===== config.mk =====
export PLATFORM = sky130hd
export DESIGN_NAME = krc_perm_store
export DESIGN_NICKNAME = d
export VERILOG_FILES = /design/src/hw/rtl/keyed_stepping_rotor_cipher_unit_macros.svh /design/src/hw/rtl/krc_pkg.sv /design/src/hw/rtl/krc_ram.sv /design/src/hw/rtl/krc_perm_store.sv
export SDC_FILE = /design/constraint.sdc
export NUM_CORES = 2
export LEC_CHECK = 0
export ABC_AREA = 1
export BUFFER_PORTS_ARGS = -buffer_cell sky130_fd_sc_hd__buf_2
export CAP_MARGIN = 0
export CORE_MARGIN = 1
export CORE_UTILIZATION = 45
export DETAILED_ROUTE_END_ITERATION = 10
export PLACE_DENSITY = 0.56
export SLEW_MARGIN = 20
export SYNTH_ARGS = -nofsm -noshare
export SYNTH_HDL_FRONTEND = slang
export SYNTH_HIERARCHICAL = 1
export SYNTH_SLANG_ARGS = --single-unit

===== constraint.sdc =====
create_clock -name clk -period 1.7 [get_ports clk]
set_input_delay 0.085 -clock clk [delete_from_list [all_inputs] [get_ports clk]]
set_output_delay 0.085 -clock clk [all_outputs]
set_load 0.02 [all_outputs]

===== src/hw/rtl/keyed_stepping_rotor_cipher_unit_macros.svh =====
// Assertion macros shared by the rotor cipher RTL.
`ifndef KEYED_STEPPING_ROTOR_CIPHER_UNIT_MACROS_SVH
`define KEYED_STEPPING_ROTOR_CIPHER_UNIT_MACROS_SVH
`ifndef ASSERT_OFF
`define KRC_ASSERT(label, clk, rst_n, prop, msg) \
    label: assert property (@(posedge clk) disable iff (!rst_n) (prop)) else $error(msg);
`define KRC_ASSERT_IMP(label, clk, rst_n, ante, cons, msg) \
    label: assert property (@(posedge clk) disable iff (!rst_n) (ante) |-> (cons)) \
        else $error(msg);
`define KRC_ASSERT_NXT(label, clk, rst_n, ante, cons, msg) \
    label: assert property (@(posedge clk) disable iff (!rst_n) (ante) |=> (cons)) \
        else $error(msg);
`else
`define KRC_ASSERT(label, clk, rst_n, prop, msg)
`define KRC_ASSERT_IMP(label, clk, rst_n, ante, cons, msg)
`define KRC_ASSERT_NXT(label, clk, rst_n, ante, cons, msg)
`endif
`endif


===== src/hw/rtl/krc_pkg.sv =====
// Types and constants of the keyed stepping rotor cipher.
package krc_pkg;

    localparam int BYTE_W      = 8;
    localparam int PERM_DEPTH  = 256;
    localparam int CNT_W       = 16;
    localparam int CFG_DATA_W  = 16;
    localparam int CFG_IDX_W   = 2;
    localparam int KEY_MAX_DEF = 256;

    localparam logic [CFG_IDX_W-1:0] CFG_START_OFFSET = 2'd0;
    localparam logic [CFG_IDX_W-1:0] CFG_STEP_PERIOD  = 2'd1;
    localparam logic [CFG_IDX_W-1:0] CFG_STEP_AMOUNT  = 2'd2;

    localparam logic MODE_KEY = 1'b0;
    localparam logic MODE_ENC = 1'b1;

    typedef enum logic [2:0] {
        ST_IDLE,
        ST_KS_WAIT,
        ST_RD_I,
        ST_RD_J,
        ST_WR_I,
        ST_WR_J
    } state_t;

    // Access request to the rotor table store.
    typedef struct packed {
        logic              clr;
        logic              re;
        logic [BYTE_W-1:0] raddr;
        logic              we;
        logic [BYTE_W-1:0] waddr;
        logic [BYTE_W-1:0] wdata;
    } perm_req_t;

endpackage


===== src/hw/rtl/krc_ram.sv =====
// Generic single-port-write, single-port-read RAM with registered read data.
module krc_ram #(
    parameter int WIDTH = 8,
    parameter int DEPTH = 256,
    parameter int AW    = (DEPTH > 1) ? $clog2(DEPTH) : 1
) (
    input  logic             clk,
    input  logic             we,
    input  logic [AW-1:0]    waddr,
    input  logic [WIDTH-1:0] wdata,
    input  logic             re,
    input  logic [AW-1:0]    raddr,
    output logic [WIDTH-1:0] rdata
);

    logic [WIDTH-1:0] mem [DEPTH];
    logic [WIDTH-1:0] rdata_reg;

    always_ff @(posedge clk)
    begin
        if (we)
        begin
            mem[waddr] <= wdata;
        end
        if (re)
        begin
            rdata_reg <= mem[raddr];
        end
    end

    assign rdata = rdata_reg;

endmodule


===== src/hw/rtl/krc_perm_store.sv =====
// Rotor table store: RAM plus per-entry valid bits that make unwritten entries read as identity.
module krc_perm_store (
    input  logic                      clk,
    input  logic                      rst_n,
    input  krc_pkg::perm_req_t        req,
    output logic [krc_pkg::BYTE_W-1:0] rdata
);

    logic [krc_pkg::PERM_DEPTH-1:0] vld_reg;
    logic [krc_pkg::BYTE_W-1:0]     rd_addr_reg;
    logic                           rd_vld_reg;
    logic [krc_pkg::BYTE_W-1:0]     ram_q;

    krc_ram #(
        .WIDTH (krc_pkg::BYTE_W),
        .DEPTH (krc_pkg::PERM_DEPTH),
        .AW    (krc_pkg::BYTE_W)
    ) u_ram (
        .clk   (clk),
        .we    (req.we),
        .waddr (req.waddr),
        .wdata (req.wdata),
        .re    (req.re),
        .raddr (req.raddr),
        .rdata (ram_q)
    );

    // Clearing the valid bits restores the identity permutation.
    always_ff @(posedge clk or negedge rst_n)
    begin
        if (!rst_n)
        begin
            vld_reg <= '0;
        end
        else if (req.clr)
        begin
            vld_reg <= '0;
        end
        else if (req.we)
        begin
            vld_reg[req.waddr] <= 1'b1;
        end
    end

    always_ff @(posedge clk)
    begin
        if (req.re)
        begin
            rd_addr_reg <= req.raddr;
            rd_vld_reg  <= vld_reg[req.raddr];
        end
    end

    assign rdata = rd_vld_reg ? ram_q : rd_addr_reg;

endmodule


* After elaboration in Yosys (flattened, before gate mapping)
Memories as Yosys holds them, arrays and structs flattened. A register that Yosys moved wholly into a read port is not among the register bits.
Index checks and enable logic that the tools add are counted.
** Storage, ports and cells
- Register bits after elaboration :: 265
- Bits in latches :: 0
- Bits in writable memories :: 2048
- Bits in read-only memories :: 0
- Input bits :: 29
- Output and inout port bits :: 8
- Word-level logic and storage cells :: 19
- Memories :: 1
** Memory list
- u_ram.mem :: words 256, width 8, read ports 1, clocked after memory_dff 1, write ports 1, line krc_ram.sv:16 : logic [WIDTH-1:0] mem [DEPTH];
** Cells by class
- Add/sub/neg operators :: 0
- Multiply operators :: 0
- Divide/modulo/power cells :: 0
- Order comparisons :: 3
- Eq/ne operators :: 0
- Shift operators :: 0
- Multiplexer cells :: 9
- Bitwise operators :: 1
- Reduce and logical (&&, ||, !) cells :: 2
** Operators by type and width (count)
- 2-to-1 mux 256 bit :: 2
- OR 256 bit :: 1
- less-than comparator 8 x 9 -> 1 bit (second input constant) :: 2
- binary-select mux 1 bit (select 8 bit) :: 1
- demux 1 bit (select 8 bit) :: 1
- >= comparator 8 x 1 -> 1 bit (second input constant) :: 1
- 2-to-1 mux 8 bit :: 1
- 2-to-1 mux 1 bit :: 4
- nonzero test 2 bit :: 1
- logical AND 1 bit :: 1

* Logic depth before layout (Yosys ltp)
- Word-level depth :: 7
- Gate-level depth with buffers :: 15
- Depth with buffers taken out :: 11

* Cells and area by module
The synthesis kept the hierarchy.
** Modules (own cells, without submodules)
- krc_ram :: instances 1, cells each 7003, area each 83476.3 um2, sequential area each 61739.2 um2
- krc_perm_store :: instances 1, cells each 1498, area each 12149.2 um2, sequential area each 6676.4 um2

* Worst setup path after synthesis
OpenSTA, ideal clock, no wires.
- Path type :: input -> register
- Start point :: input req[16] in the netlist's numbering
- End point :: memory u_ram.mem[162][0], enable pin
- Library setup time :: 0.370 ns
- Arrival :: 1.206 ns
- Data required time :: 1.330 ns
- Path slack :: 0.124 ns
- Stages :: 4
- Path buffers :: 2
- Path through :: clkbuf_1 -> nand3_1 -> clkbuf_1 -> nor2_1
** Between the ends
- Cells in the longest elaborated chain, start to end :: 2
** Ends and longest elaborated chain
- from (decl) :: line krc_perm_store.sv:5 : input krc_pkg::perm_req_t req,
- 2-to-1 mux 1 bit :: line krc_ram.sv:21 : if (we)
- 2-to-1 mux 1 bit (not written as such) :: line krc_ram.sv:23 : mem[waddr] <= wdata;
- to (decl) :: line krc_ram.sv:16
Every way passes these cells.

* Worst setup path after layout
- Start point :: register u_ram.rdata_reg[7] (netlist: u_ram/rdata[7]) (read register of u_ram.mem)
- End point :: output rdata[7] in the netlist's numbering
** Between the ends
- Cells in the longest elaborated chain, start to end :: 1
** Ends and longest elaborated chain
- from (decl) :: line krc_ram.sv:17 : logic [WIDTH-1:0] rdata_reg;
- 2-to-1 mux 8 bit :: line krc_perm_store.sv:54 : assign rdata = rd_vld_reg ? ram_q : rd_addr_reg;
- to (decl) :: line krc_perm_store.sv:6 : output logic [krc_pkg::BYTE_W-1:0] rdata
Every way passes these cells.

==> flow_metrics.py <==
metrics = {
    "clock_tree": {
        "cts_htree_levels": 4,
        "numCtsBuffers": 234,
        "clock_tree_from_tritoncts": "yes",
        "clk-insertion-delay-late_ns": 0.90,
        "clock_sink_count": 2321,
        "cts_buffer_depth": 3,
        "clkSlewWorstSetupHoldPaths_ns": 0.07,
        "cell_at_the_root_of_the_clock_tree": "sky130_fd_sc_hd__clkbuf_16",
    },
    "timing": {
        "worstMarginPinSlew_ns": 1.08,
        "hold_viol": 0,
        "worst_slew_margin_rel_pct": 27.5,
        "worst_clock_skew_ns": 0.0386,
        "slew_violations": 0,
        "fin_crit_sh_pct": 127,
        "setup_ws_ns": -0.467,
        "setup_viol": 8,
        "timing.final.crit_period_ns": 2.17,
        "worst_hold_slack_ns": 0.0414,
        "fmaxAchievable_mhz": 461,
        "rsz_0062_raised_after_global_routing": "yes",
        "timing.setup.tns_ns": -3.40,
    },
    "detailed_routing": {
        "drt_pre_antenna_iters": 7,
        "detail_route.drc_violations": 0,
        "routed_wl_um": 296000,
        "detail_route.iter0.violations": 7568,
        "route.vias.total": 68800,
        "route.detailed.wl_per_inst_um": 24.4,
        "final_antenna_net_count": 0,
        "vias_per_cell": 5.67,
    },
    "cells_and_area": {
        "layout.nets": 9155,
        "finish.cell_count_without_fillers": 12100,
        "filler_cell_count": 17700,
        "largest_register_ff_count": 2048,
        "final_util_pct": 55.2,
        "area_growth_pct": 21.4,
        "post_route_cells_drive_above_1_share_pct": 18.1,
    },
    "place": {
        "routabilityCongestion": 0.892,
        "place.port_buffers": 36,
        "detailedPlacementHpwl_um": 187000,
        "placed_cells": 11700,
    },
    "pwr": {
        "vdd_drop_max_mv": 1.10,
        "p_leak_nw": 43.2,
        "clockPowerShare_pct": 41.1,
        "pwr_density_cell_nw_per_um2": 1050,
        "cellInternalPower_mw": 93.8,
        "power.share.sequential_pct": 51.0,
        "power.switching_fraction_pct": 23.4,
        "total_switching_power_mw": 28.6,
        "fraction_of_power_consumed_by_combinational_cells_pct": 8.0,
        "power_mw": 122,
    },
    "synthesis": {
        "ys.flop_type": "sky130_fd_sc_hd__edfxtp_1",
        "synth-async-reset-ratio_pct": 11.0,
        "synth_edf_count": 2065,
        "yosys_warnings": 6,
        "syn-cell-area_sq_um": 95600,
        "netlist.area_leader.share_pct": 64.8,
        "synthTopCellsByCount": "sky130_fd_sc_hd__nand2_1 (2404), sky130_fd_sc_hd__nand3_1 (2265), sky130_fd_sc_hd__edfxtp_1 (2065)",
        "ff_latch_count_synth": 2321,
        "syn-mean-instance-area_sq_um": 11.2,
        "ys_types": 20,
        "synth.most_common_cell": "sky130_fd_sc_hd__nand2_1",
        "syn_inst": 8501,
        "syn_nets": 8530,
        "synth.yosys.seq_area_share_pct": 71.5,
        "post_synth_main_area_contributors": "sky130_fd_sc_hd__edfxtp_1 (65%), sky130_fd_sc_hd__nand3_1 (12%), sky130_fd_sc_hd__nand2_1 (9.4%), sky130_fd_sc_hd__dfrtp_1 (6.7%), sky130_fd_sc_hd__nor2_1 (2.2%)",
        "synth.largest_area_cell": "sky130_fd_sc_hd__edfxtp_1",
    },
    "setup_path": {
        "critical_path_required_ns": 1.62,
        "timing.critical_path.fanout_max": 1,
        "r2r_slack_ns": 0.01,
        "setup.worst_path.start": "u_ram/rdata[7]",
        "worst_ep_arrival_time_ns": 2.08,
        "critical_path.reg2reg.startpoint": "u_ram/mem[211][6]",
        "timing_worst_setup_path_type": "reg2out",
        "element_type_at_the_critical_path_end": "primary output",
        "setup.worst_path.start_class": "register",
    },
    "global_routing": {
        "grt_max_degree": 86,
        "grt_pass1_vias": 66200,
        "grt_first_pass_wirelength_um": 437000,
        "grt_overflow_total": 0,
        "grt_antenna_before_repair": 16,
        "global_route.usage.total_pct": 27.3,
    },
    "hold_path": {
        "hold_path.class": "in2reg",
        "hold_path.startpoint": "req[15]",
    },
    "floorplanning": {
        "fp.dieW_um": 463,
        "fp.coreArea_sq_um": 210000,
        "initial_core_util_pct": 45.4,
        "dieArea_sq_um": 214000,
        "row_count": 168,
        "io_pins": 37,
        "die_height_um": 463,
    },
    "outcome": {
        "status": "finished with violations",
        "violations": "negative setup slack",
    },
    "flow_run": {
        "cap_viol_max_count": 0,
    },
}
==> cells in the final DEF, fill, tap and decap left out, types with 5 or more instances in the layout <==
master | netlist | layout
sky130_fd_sc_hd__clkbuf_8 | 0 | 6
sky130_fd_sc_hd__nand2_2 | 0 | 26
sky130_fd_sc_hd__dfrtp_1 | 256 | 256
sky130_fd_sc_hd__bufinv_16 | 0 | 18
sky130_fd_sc_hd__nand2_1 | 2404 | 2371
sky130_fd_sc_hd__clkinvlp_4 | 0 | 10
sky130_fd_sc_hd__clkbuf_16 | 0 | 236
sky130_fd_sc_hd__clkinv_2 | 0 | 34
sky130_fd_sc_hd__buf_4 | 47 | 704
sky130_fd_sc_hd__inv_6 | 0 | 7
sky130_fd_sc_hd__nand3_4 | 0 | 50
sky130_fd_sc_hd__inv_16 | 0 | 5
sky130_fd_sc_hd__dlygate4sd3_1 | 0 | 21
sky130_fd_sc_hd__a21oi_1 | 257 | 257
sky130_fd_sc_hd__nand3_2 | 0 | 292
sky130_fd_sc_hd__inv_1 | 57 | 55
sky130_fd_sc_hd__nand2_4 | 0 | 7
sky130_fd_sc_hd__buf_2 | 314 | 15
sky130_fd_sc_hd__clkinv_1 | 0 | 50
sky130_fd_sc_hd__clkbuf_1 | 169 | 62
sky130_fd_sc_hd__nand3_1 | 2265 | 1923
sky130_fd_sc_hd__edfxtp_1 | 2065 | 2065
sky130_fd_sc_hd__mux2_4 | 0 | 6
sky130_fd_sc_hd__nor3_2 | 14 | 14
sky130_fd_sc_hd__buf_6 | 16 | 21
sky130_fd_sc_hd__nor2_1 | 572 | 569
sky130_fd_sc_hd__buf_12 | 0 | 208
sky130_fd_sc_hd__buf_8 | 1 | 12
==> power by group through the flow <==
stage	logic, mW	registers, mW	clock network (mW)
floorplan	4.07	63.5	0
global placement	8.95	63.6	0
detailed placement	8.99	63.6	0
CTS	9.36	62.4	51.0
global route	10.4	62.4	53.1
finish	9.74	62.4	50.3
==> worst max-delay path, stage by stage (launching register included) <==
cell and delay (ns):
sky130_fd_sc_hd__edfxtp_1 0.67, sky130_fd_sc_hd__mux2_4 0.38, sky130_fd_sc_hd__buf_6 0.13
==> layer usage <==
layer | GRT usage, % | wire (um) | vias up
met3 | 4.83 | 25400 | 531
li1 | - | - | 31100
met4 | 9.41 | 10000 | 4
met1 | 38.5 | 124000 | 34100
met5 | 0 | 27 | -
met2 | 42.5 | 137000 | 2966
==> worst paths after layout <==
kind / to / depth (start not counted)
max: rdata[7] / 2
min: vld_reg[159] / 5
max reg2reg: u_ram/rdata[6] / 11
min reg2reg: vld_reg[126] / 2
max in group asynchronous: vld_reg[111] / 4
min in group asynchronous: vld_reg[224] / 3
==> area by class of cell <==
class                           count  area (sq um)  share of cell area, %
Clock buffer                      303          6210                   5.35
Multi-Input combinational cell   5523         26300                   22.6
Timing Repair Buffer              983         10200                   8.77
Tap cell                         2805          3510                   3.02
Sequential cell                  2321         68400                   58.9
Inverter                           63           273                  0.235
Antenna cell                        4          10.0                0.00862
Clock inverter                    130          1210                   1.04
==> cell families (layout without fill, tap and decap cells) <==
logic type	Yosys count	in the layout	synth area share, %
buf+inv	657	1479	3.31
compound gates	258	258	1.35
flops	2321	2321	71.5
other cells	0	4	0
mux	8	8	0.0942
simple gates	5257	5257	23.7
==> stage by stage <==
step                      instance area [sq um]  setup WS (ns)
after floorplan                           95600          0.124
after global placement                   106000         -0.892
after detailed placement                 106000         -0.867
after CTS                                115000         -0.478
after global routing                     116000         -0.516
final                                    116000         -0.467
==> timing repair <==
action | CTS | global route
pin swaps | 24 | 140
endpoints found under the hold margin | 2542 | 0
setup buffers | 0 | 0
hold buffers | 22 | 0
gates resized for setup | 202 | 256
endpoints found under the setup margin | 16 | 17
No activity file was read; power rests on OpenSTA's default activity.
