==> src/hw/rtl/keyed_stepping_rotor_cipher_unit_macros.svh <==
// Assertion macros shared by the rotor cipher RTL.
`ifndef KEYED_STEPPING_ROTOR_CIPHER_UNIT_MACROS_SVH
`define KEYED_STEPPING_ROTOR_CIPHER_UNIT_MACROS_SVH
`ifndef ASSERT_OFF
`define KRC_ASSERT(label, clk, rst_n, prop, msg) \
    label: assert property (@(posedge clk) disable iff (!rst_n) (prop)) else $error(msg);
`define KRC_ASSERT_IMP(label, clk, rst_n, ante, cons, msg) \
    label: assert property (@(posedge clk) disable iff (!rst_n) (ante) |-> (cons)) \
        else $error(msg);
`define KRC_ASSERT_NXT(label, clk, rst_n, ante, cons, msg) \
    label: assert property (@(posedge clk) disable iff (!rst_n) (ante) |=> (cons)) \
        else $error(msg);
`else
`define KRC_ASSERT(label, clk, rst_n, prop, msg)
`define KRC_ASSERT_IMP(label, clk, rst_n, ante, cons, msg)
`define KRC_ASSERT_NXT(label, clk, rst_n, ante, cons, msg)
`endif
`endif

==> src/hw/rtl/krc_pkg.sv <==
// Types and constants of the keyed stepping rotor cipher.
package krc_pkg;

    localparam int BYTE_W      = 8;
    localparam int PERM_DEPTH  = 256;
    localparam int CNT_W       = 16;
    localparam int CFG_DATA_W  = 16;
    localparam int CFG_IDX_W   = 2;
    localparam int KEY_MAX_DEF = 256;

    localparam logic [CFG_IDX_W-1:0] CFG_START_OFFSET = 2'd0;
    localparam logic [CFG_IDX_W-1:0] CFG_STEP_PERIOD  = 2'd1;
    localparam logic [CFG_IDX_W-1:0] CFG_STEP_AMOUNT  = 2'd2;

    localparam logic MODE_KEY = 1'b0;
    localparam logic MODE_ENC = 1'b1;

    typedef enum logic [2:0] {
        ST_IDLE,
        ST_KS_WAIT,
        ST_RD_I,
        ST_RD_J,
        ST_WR_I,
        ST_WR_J
    } state_t;

    // Access request to the rotor table store.
    typedef struct packed {
        logic              clr;
        logic              re;
        logic [BYTE_W-1:0] raddr;
        logic              we;
        logic [BYTE_W-1:0] waddr;
        logic [BYTE_W-1:0] wdata;
    } perm_req_t;

endpackage

==> src/hw/rtl/krc_rotor_step.sv <==
// Configuration registers and the rotor position and step counter.
module krc_rotor_step (
    input  logic                          clk,
    input  logic                          rst_n,
    input  logic                          cfg_valid,
    input  logic [krc_pkg::CFG_IDX_W-1:0] cfg_index,
    input  logic [krc_pkg::CFG_DATA_W-1:0] cfg_data,
    input  logic                          step,
    input  logic                          load,
    output logic [krc_pkg::BYTE_W-1:0]    pos_next
);

    logic [krc_pkg::BYTE_W-1:0] start_offset_reg;
    logic [krc_pkg::CNT_W-1:0]  step_period_reg;
    logic [krc_pkg::BYTE_W-1:0] step_amount_reg;
    logic [krc_pkg::BYTE_W-1:0] position_reg;
    logic [krc_pkg::CNT_W-1:0]  counter_reg;
    logic [krc_pkg::CNT_W-1:0]  cnt_inc;
    logic                       advance;

    assign cnt_inc  = counter_reg + krc_pkg::CNT_W'(1);
    assign advance  = (step_period_reg != '0) && (cnt_inc == step_period_reg);
    assign pos_next = advance ? position_reg + step_amount_reg : position_reg;

    always_ff @(posedge clk or negedge rst_n)
    begin
        if (!rst_n)
        begin
            start_offset_reg <= '0;
            step_period_reg  <= krc_pkg::CNT_W'(1);
            step_amount_reg  <= krc_pkg::BYTE_W'(1);
        end
        else if (cfg_valid)
        begin
            case (cfg_index)
                krc_pkg::CFG_START_OFFSET: start_offset_reg <= cfg_data[krc_pkg::BYTE_W-1:0];
                krc_pkg::CFG_STEP_PERIOD:  step_period_reg  <= cfg_data[krc_pkg::CNT_W-1:0];
                krc_pkg::CFG_STEP_AMOUNT:  step_amount_reg  <= cfg_data[krc_pkg::BYTE_W-1:0];
                default:                   ;
            endcase
        end
    end

    always_ff @(posedge clk or negedge rst_n)
    begin
        if (!rst_n)
        begin
            position_reg <= '0;
            counter_reg  <= '0;
        end
        else if (load)
        begin
            position_reg <= start_offset_reg;
            counter_reg  <= '0;
        end
        else if (step)
        begin
            position_reg <= pos_next;
            counter_reg  <= advance ? '0 : cnt_inc;
        end
    end

endmodule

==> config.mk <==
export PLATFORM = sky130hd
export DESIGN_NAME = krc_rotor_step
export DESIGN_NICKNAME = d
export VERILOG_FILES = /design/src/hw/rtl/keyed_stepping_rotor_cipher_unit_macros.svh /design/src/hw/rtl/krc_pkg.sv /design/src/hw/rtl/krc_rotor_step.sv
export SDC_FILE = /design/constraint.sdc
export NUM_CORES = 1
export LEC_CHECK = 0
export BUFFER_PORTS_ARGS = -buffer_cell sky130_fd_sc_hd__buf_2
export CORE_MARGIN = 2
export CORE_UTILIZATION = 40
export CTS_BUF_LIST = sky130_fd_sc_hd__clkbuf_8
export DETAILED_ROUTE_END_ITERATION = 10
export GPL_ROUTABILITY_DRIVEN = 0
export MAX_ROUTING_LAYER = met4
export SLEW_MARGIN = 20
export SYNTH_ARGS = -nofsm -noshare
export SYNTH_HDL_FRONTEND = slang
export SYNTH_SLANG_ARGS = --single-unit
==> constraint.sdc <==
create_clock -name clk -period 5.04 [get_ports clk]
set_clock_uncertainty 0.1 [all_clocks]
set_input_delay 0 -clock clk [delete_from_list [all_inputs] [get_ports clk]]
set_output_delay 0 -clock clk [all_outputs]
set_load 0.005 [all_outputs]
* Word level (Yosys, flattened, before mapping)
Index checks and enable logic that the tools add are counted.
** Storage, ports and cells
- Output and inout bits :: 8
- Word-level logic and storage cells :: 23
- Flip-flop bits (word level) :: 56
** Operators by class
- Equal/unequal tests :: 3
- Add/sub/neg operators :: 2
- Reduce and logical (&&, ||, !) cells :: 7
- Muxes and demuxes :: 6
** Operator list (number)
- 16-bit two-way mux :: 3
- 8-bit two-way mux :: 3
- 16-bit by 1-bit adder with 16-bit output, second input constant :: 1
- 16-bit == test :: 1
- 16-bit nonzero test :: 1
- 8-bit adder :: 1
- 2-bit AND reduction :: 3
- 2-bit by 1-bit == test with 1-bit output, second input constant :: 1
- 2-bit == test, second input constant :: 1
- 2-bit logical NOT :: 1
- 2-bit nonzero test :: 1
- 1-bit logical AND :: 1

* Logic depth before layout (Yosys ltp)
Gate-level depths: netlist of run 1.
- Word-level depth :: 6
- Gate-level depth with buffers :: 11
- Mapped depth without buffers :: 10

* Worst setup path after synthesis of run 1
OpenSTA, ideal clock, no wires.
- Kind :: register to register
- Start :: register counter_reg[0] in the netlist's numbering
- End :: register counter_reg[1] in the netlist's numbering
- Data required time :: 4.818 ns
- Arrival time :: 2.556 ns
- Period minus slack after synthesis :: 2.777 ns
- Setup time :: 0.122 ns
- Cell stages (with the launch flop) :: 10
- Path buffers :: 2
- Slack :: 2.263 ns
- Cells stage by stage :: dfrtp_1 -> ha_1 -> nand3_1 -> nor3_2 -> o21ai_1 -> a2111o_1 -> a2111o_1 -> buf_4 -> buf_2 -> a32o_1
** On the way
- Word-level cells in the longest chain between the ends :: 6
** Ends and longest elaborated chain
- from (decl) :: line krc_rotor_step.sv:17 : logic [krc_pkg::CNT_W-1:0] counter_reg;
- from (signal assigned) :: line krc_rotor_step.sv:59 : counter_reg <= advance ? '0 : cnt_inc;
- 16-bit by 1-bit adder with 16-bit output (*) :: line krc_rotor_step.sv:21 : assign cnt_inc = counter_reg + krc_pkg::CNT_W'(1);
- 16-bit == test :: line krc_rotor_step.sv:22 : assign advance = (step_period_reg != '0) && (cnt_inc == step_period_reg);
- 1-bit logical AND :: line krc_rotor_step.sv:22
- 16-bit two-way mux (*) :: line krc_rotor_step.sv:59
- 16-bit two-way mux (*) :: line krc_rotor_step.sv:56 : else if (step)
- 16-bit two-way mux (*) :: line krc_rotor_step.sv:51 : else if (load)
Every way passes the cells marked *; elsewhere a longest branch is shown, timed or not. The select of a mux whose other input is x is not followed.
A chain may end at the register's enable or synchronous reset.

* Worst setup path in the final report of run 1
- Start :: register counter_reg[0] in the netlist's numbering
- End :: output port pos_next[0] in the netlist's numbering
** On the way
- Word-level cells in the longest chain between the ends :: 4
** Ends and longest elaborated chain
- 16-bit by 1-bit adder with 16-bit output :: line krc_rotor_step.sv:21
- 16-bit == test :: line krc_rotor_step.sv:22
- 1-bit logical AND :: line krc_rotor_step.sv:22
- 8-bit two-way mux :: line krc_rotor_step.sv:23 : assign pos_next = advance ? position_reg + step_amount_reg : position_reg;
- to (decl) :: line krc_rotor_step.sv:10 : output logic [krc_pkg::BYTE_W-1:0] pos_next
No other way between the ends.

==> metrics, run 1 <==
status=completed; CP Launch Type=flip-flop; Crit Path Category=reg2out; most used routing layer=met2; max_cap viols=0; Power Density=295 nW/um^2; mean area per synthesized cell=9.77 sq um; headroom to the max-slew limit=0.334; routed vias=2766; slowest stage delay, CP=approximately 0.85 ns; Worst R2R Setup Slack=roughly 1.4 ns; chip height=96.8 microns; GRT met1 Usage=0.259; Final Hold Fails=0; GRT Overall Usage=0.178; Cell Area, Placed=3670 sq um; setup repair after global routing missed its margin=false; min Tclk post-route=between 3 and 4 ns; slowest stage cell, crit path=a2111o_1; Inserted Clock Buffers=5; io pins=31; Nets=about 420; post-DR wirelength/cell=15.9 microns; post-synth cell types=52; M2 GR Usage=0.265; PortBufs=30; clock buffer depth=2; first-pass GRT wire length=13.4 mm; number of enable flip-flop cells after synthesis=0; post-layout util=0.474; Peak Freq=270 MHz; Routed WL=7.90 mm; Lkg Pwr=roughly 1.6 nW; largest net degree at the start of global routing=57; global route total overflow=0; WP data arrival=3.60 ns; final antenna diode count=0; final cycle utilization of the critical path=0.734; hpwl dp=5.65 mm; peak supply drop=0.170 mV; initial core utilization=0.415; CTS tree=yes; cell area after synthesis=about 3400 sq um; synth warn=0; antenna violations before repair=0; CTS root buffer=clkbuf_8; met3 GRT Util=0.0238; syn nets=385; crit-path cells=ha_1 > nand3_1 > nor2_1 > o21ai_0 > a32oi_1 > a2111o_1 > mux2_2 > buf_2; fin area=3930 sq um; post-synth top area share=0.392; worst-margin pin slew=~1.0 ns; FP Rows=33; core area=8300 sq um; vias in the first global route=2686; first-pass detailed-route iteration total=4; Reg clk slew, reported paths=0.11 ns; Design Power=1.16 mW; # setup viols final=0; Die Wd=96.8 microns; share of cells above drive strength 1=0.204; post-cts resize count=0; CTS H-Tree Depth=2; Post-Route Setup TNS=0 ns; clk sinks=56; WP buf/inv=1; largest cells by area after synthesis=dfrtp_1 (39%), mux2_2 (11%), nand2_1 (4.1%); area growth from synthesis to layout=14.1%; largest delay contributor family on the critical path=compound AO/OA/AOI/OAI gates; first-iteration detailed-routing DRC count=191; flop and latch count out of synthesis=56; number of vias per cell=5.57; HP Class=in2reg; post-synth top area cell=dfrtp_1; sequential element share of the synthesized area=0.407; CP max FO=28; DR DRC count=0; final slew viol count=0; Crit. End Element=primary output; die outline area=9380 sq um; top_reg_cell synth=dfrtp_1; asr flop ratio synth=1.00; Final ANT Viol Nets=0; Critical Path RT=~4.9 ns; worst-skew pair later-pin latency=0.31 ns; Gate Count Post-Synth=353
placed cells by master, fill, tap and decap left out, drive strengths merged, types with 7 or more instances in the layout:
master       instances
dfrtp               54
xnor2               16
ha                   8
nor3                 7
a31oi                9
nor2                16
nand3               17
xor2                12
nand2               38
inv                 22
dlygate4sd3         17
mux2                34
o21ai               19
buf                 32
synth_stat cells (2+ instances only):
master	n
or3_1	2
nor3b_1	2
nand3_1	17
xnor2_1	16
and3_1	5
nor2_1	16
ha_1	8
o21ai_0	18
nand2_1	38
nand4_1	5
o2111ai_1	3
o22ai_1	4
inv_1	21
and4_1	2
a22oi_1	2
nand2b_1	6
a31oi_1	9
clkbuf_1	12
a2111o_1	2
dfrtp_1	54
nand3b_1	4
nor4_1	6
xor2_1	12
nor2b_1	5
o311ai_0	6
a21oi_1	6
dfstp_2	2
mux2_2	34
buf_2	5
nor3_1	6
mux2i_1	4
per-layer routing:
layer / share of wire / up-vias
met2: 0.46 / 61
met3: 0.041 / 8
met5: 0 / -
li1: - / 1352
met4: 0.012 / 0
met1: 0.49 / 1345
power breakdown:
group / leakage [nW] / internal [mW] / switching (mW)
clock: 0.0526 / 0.111 / 0.148
sequential: 0.696 / 0.514 / 0.0622
combinational: 0.862 / 0.165 / 0.160
total: 1.61 / 0.790 / 0.370
per-stage QoR:
step / worst slack (ns) / std cells / hold slack, ns
2_1_floorplan: 2.26 / 353 / -0.396
3_3_place_gp: 1.55 / 472 / 0.0907
3_5_place_dp: 1.46 / 472 / 0.0906
4_1_cts: 1.35 / 497 / 0.0783
5_1_grt: 1.05 / 497 / 0.0605
6_report: 1.34 / 497 / 0.0298
final timing paths:
path | startpoint | to | depth (start not counted)
hold / removal | step | counter_reg[13] | 4
max in group asynchronous | rst_n | step_period_reg[15] | 3
setup reg to reg | counter_reg[0] | counter_reg[11] | 8
min in group asynchronous | rst_n | counter_reg[12] | 3
hold reg to reg | start_offset_reg[2] | position_reg[2] | 1
setup / recovery | counter_reg[0] | pos_next[0] | 8
layout make-up:
class	instances	area, sq um
clock buffers	6	82.6
inverters	21	78.8
well taps	105	131
repair buffers	49	335
multi-input cells	258	1890
clock inverters	2	12.5
fillers	781	4370
flip-flops and latches	56	1400
worst register-to-register path: stages, from the launching register on:
cell and delay [ns]:
dfrtp_1 0.52, ha_1 0.29, nand3_1 0.21, nor2_1 0.35, o21ai_0 0.15, a32oi_1 0.36
a2111o_1 0.85, nand2_1 0.44, o21ai_0 0.27
cells by family after synthesis:
| logic type | share of synthesized area |
|---|---|
| AO/OA/AOI/OAI | 0.129 |
| buffers and inverters | 0.0454 |
| AND/OR/NAND/NOR | 0.183 |
| adder cells (fa/ha/maj) | 0.0348 |
| flip-flops | 0.407 |
| XOR/XNOR | 0.0777 |
| multiplexers | 0.123 |
what timing repair did:
item,in CTS,in global routing
hold endpoints to repair,86,0
buffers inserted,0,0
endpoints found under the setup margin,0,0
hold buffers,17,0
(Power assumes the default switching activity.)
==> inputs of run 2 (changes only) <==
==> constraint.sdc (replaced) <==
create_clock -name clk -period 3.04 [get_ports clk]
set_clock_uncertainty 0.1 [all_clocks]
set_input_delay 0 -clock clk [delete_from_list [all_inputs] [get_ports clk]]
set_output_delay 0 -clock clk [all_outputs]
set_load 0.005 [all_outputs]
==> run 2 against run 1 <==
Sequential share of layout area is 2.2 points lower. Critical path depth stayed put. Register-to-register slack worse by 1.3 ns. First-iteration DRC count is 29% lower. Sequential power is 65% higher. Critical endpoint is now pos_next[2]. Highest routed layer unchanged.
==> metrics, run 2 (synthesis results as in run 1) <==
die outline area=9380 sq um (unchanged); cells on worst reg2reg path=9 (was 8); FF+latch area=1410 sq um (was 1400 sq um); uppermost layer routed=met4 (unchanged); Design Power=1.96 mW (was 1.16 mW); core area=8300 sq um (unchanged); Worst R2R Setup Slack=0.13 ns (was 1.41 ns); CP max FO=12 (was 28); commonest non-fill, non-tap cell in the layout=dfrtp_1 (unchanged); worst setup margin=0.0883 ns (was 1.34 ns); Lkg Pwr=1.73 nW (was 1.61 nW); # setup viols final=0 (unchanged); crit path from=counter_reg[0] (unchanged); Final Hold Fails=0 (unchanged); worst-skew pair later-pin latency=0.32 ns (was 0.31 ns); Final ANT Viol Nets=0 (unchanged); hpwl dp=6.06 mm (was 5.65 mm); Peak Freq=339 MHz; global route total overflow=0 (unchanged); Nets=446 (was 423); final antenna diode count=0 (unchanged); HP Class=in2reg (unchanged); Critical Path RT=2.94 ns (was 4.94 ns); status=completed (unchanged); post-DR wirelength/cell=16.1 microns (was 15.9 microns); CP Launch Type=flip-flop (unchanged); CTS root buffer=clkbuf_8 (unchanged); peak supply drop=0.200 mV (was 0.170 mV); combinational share of power=0.287 (was 0.280); internal cell power=1.33 mW (was 0.790 mW); headroom to the max-slew limit=0.280 (was 0.334); first-pass detailed-route iteration total=4 (unchanged); PortBufs=30 (unchanged); Post-Route M1 WL=4.26 mm (was 3.87 mm); Inserted Clock Buffers=5 (unchanged); met2 routed WL=3.73 mm (was 3.62 mm); CTS H-Tree Depth=2 (unchanged); Die Wd=96.8 microns (unchanged); final cycle utilization of the critical path=0.971; post-layout util=0.507 (was 0.474); Sw Pwr=0.630 mW (was 0.370 mW); Seq pwr share=0.487 (was 0.497); Routed WL=8.38 mm (was 7.90 mm); beginning of the worst register-to-register path=counter_reg[0] (unchanged); multi-input logic area=1970 sq um (was 1890 sq um); largest net degree at the start of global routing=35 (was 57); WP data arrival=2.85 ns (was 3.60 ns); initial core utilization=0.415 (unchanged); met3 WL=235 microns (was 321 microns); CTS tree=yes (unchanged); worst-margin pin slew=1.08 ns (was 0.995 ns); Crit. End Element=primary output (unchanged); number of vias per cell=5.48 (was 5.57); clk sinks=56 (unchanged); end of the critical path=pos_next[2] (was pos_next[0]); final slew viol count=0 (unchanged); antenna violations before repair=0 (unchanged); setup repair after global routing missed its margin=true (was false); io pins=31 (unchanged); Power Density=465 nW/um^2 (was 295 nW/um^2); max_cap viols=0 (unchanged); area growth from synthesis to layout=22.0% (was 14.1%); min Tclk post-route=2.95 ns; FP Rows=33 (unchanged); most frequent cells in the layout=dfrtp_1 (49), nand2_1 (38), mux2_2 (34) (was dfrtp_1 (54), nand2_1 (38), mux2_2 (34)); first-pass GRT wire length=14.1 mm (was 13.4 mm); vias in the first global route=2794 (was 2686); routed vias=2850 (was 2766); Crit Path Category=reg2out (unchanged); fin area=4210 sq um (was 3930 sq um); DR DRC count=0 (unchanged); fillcell total=774 (was 781); first-iteration detailed-routing DRC count=136 (was 191); clock share of power=0.226 (was 0.223); reg-to-reg endpoint=counter_reg[3] (was counter_reg[11]); chip height=96.8 microns (unchanged); GRT Overall Usage=0.189 (was 0.178); Net Sw Frac=0.322 (was 0.319); share of cells above drive strength 1=0.294 (was 0.204); Cell Area, Placed=3770 sq um (was 3670 sq um); clock buffer depth=2 (unchanged); Reg clk slew, reported paths=0.10 ns (was 0.11 ns); worst slack at placement=0.211 ns (was 1.46 ns)
[run 2: worst min-delay path by stage]
stage                      from                  end  slack, ns  cells past startpoint
after floorplan           rst_n       counter_reg[0]      -0.40                      0
after global placement    rst_n  step_period_reg[12]       0.02                      1
after detailed placement  rst_n  step_period_reg[12]       0.03                      1
after CTS                  load      position_reg[2]       0.09                      2
after global routing       load      position_reg[2]       0.11                      2
final                      load      position_reg[2]       0.10                      2
[run 2: metrics by stage]
step	cells	hold WS [ns]	setup TNS, ns
4_1_cts	517	0.0892	0
2_1_floorplan	353	-0.396	0
6_report	520	0.104	0
3_5_place_dp	486	0.0270	0
5_1_grt	520	0.109	-0.0818
3_3_place_gp	486	0.0209	0
[run 2: area by class of cell]
type | count | share of cell area
Clock inverter | 2 | 0.00327
Clock buffer | 6 | 0.0196
Timing Repair Buffer | 72 | 0.123
Multi-Input combinational cell | 258 | 0.469
Inverter | 21 | 0.0187
Tap cell | 105 | 0.0312
Sequential cell | 56 | 0.335
[run 2: worst max-delay path, cell delays in order, from the launching register on]
cell and delay [ns]:
dfrtp_1 0.45, nand4_4 0.11, or3_4 0.42, xnor2_1 0.13, a2111o_1 0.37, a2111o_1 0.45
buf_4 0.20, mux2_2 0.27, buf_2 0.12
[run 2: what timing repair did]
| action | 4_1_cts | 5_1_grt |
|---|---|---|
| setup endpoints to repair | 7 | 8 |
| gates resized for setup | 6 | 20 |
| hold endpoints to repair | 65 | 0 |
| setup buffers | 5 | 3 |
| hold buffers | 18 | 0 |
| pin swaps | 1 | 4 |
[run 2: metal layers]
layer  vias up  GRT usage
met5         -          -
met4         0     0.0628
met3        15     0.0282
met2        58      0.279
met1      1381      0.267
li1       1396          -
[run 2: power by group through the flow]
stage	Clock (mW)	Sequential (mW)	Combinational (mW)
after CTS	0.458	0.951	0.546
after global routing	0.484	0.969	0.631
after detailed placement	0	0.966	0.522
after global placement	0	0.963	0.513
after floorplan	0	0.931	0.395
final	0.442	0.953	0.561
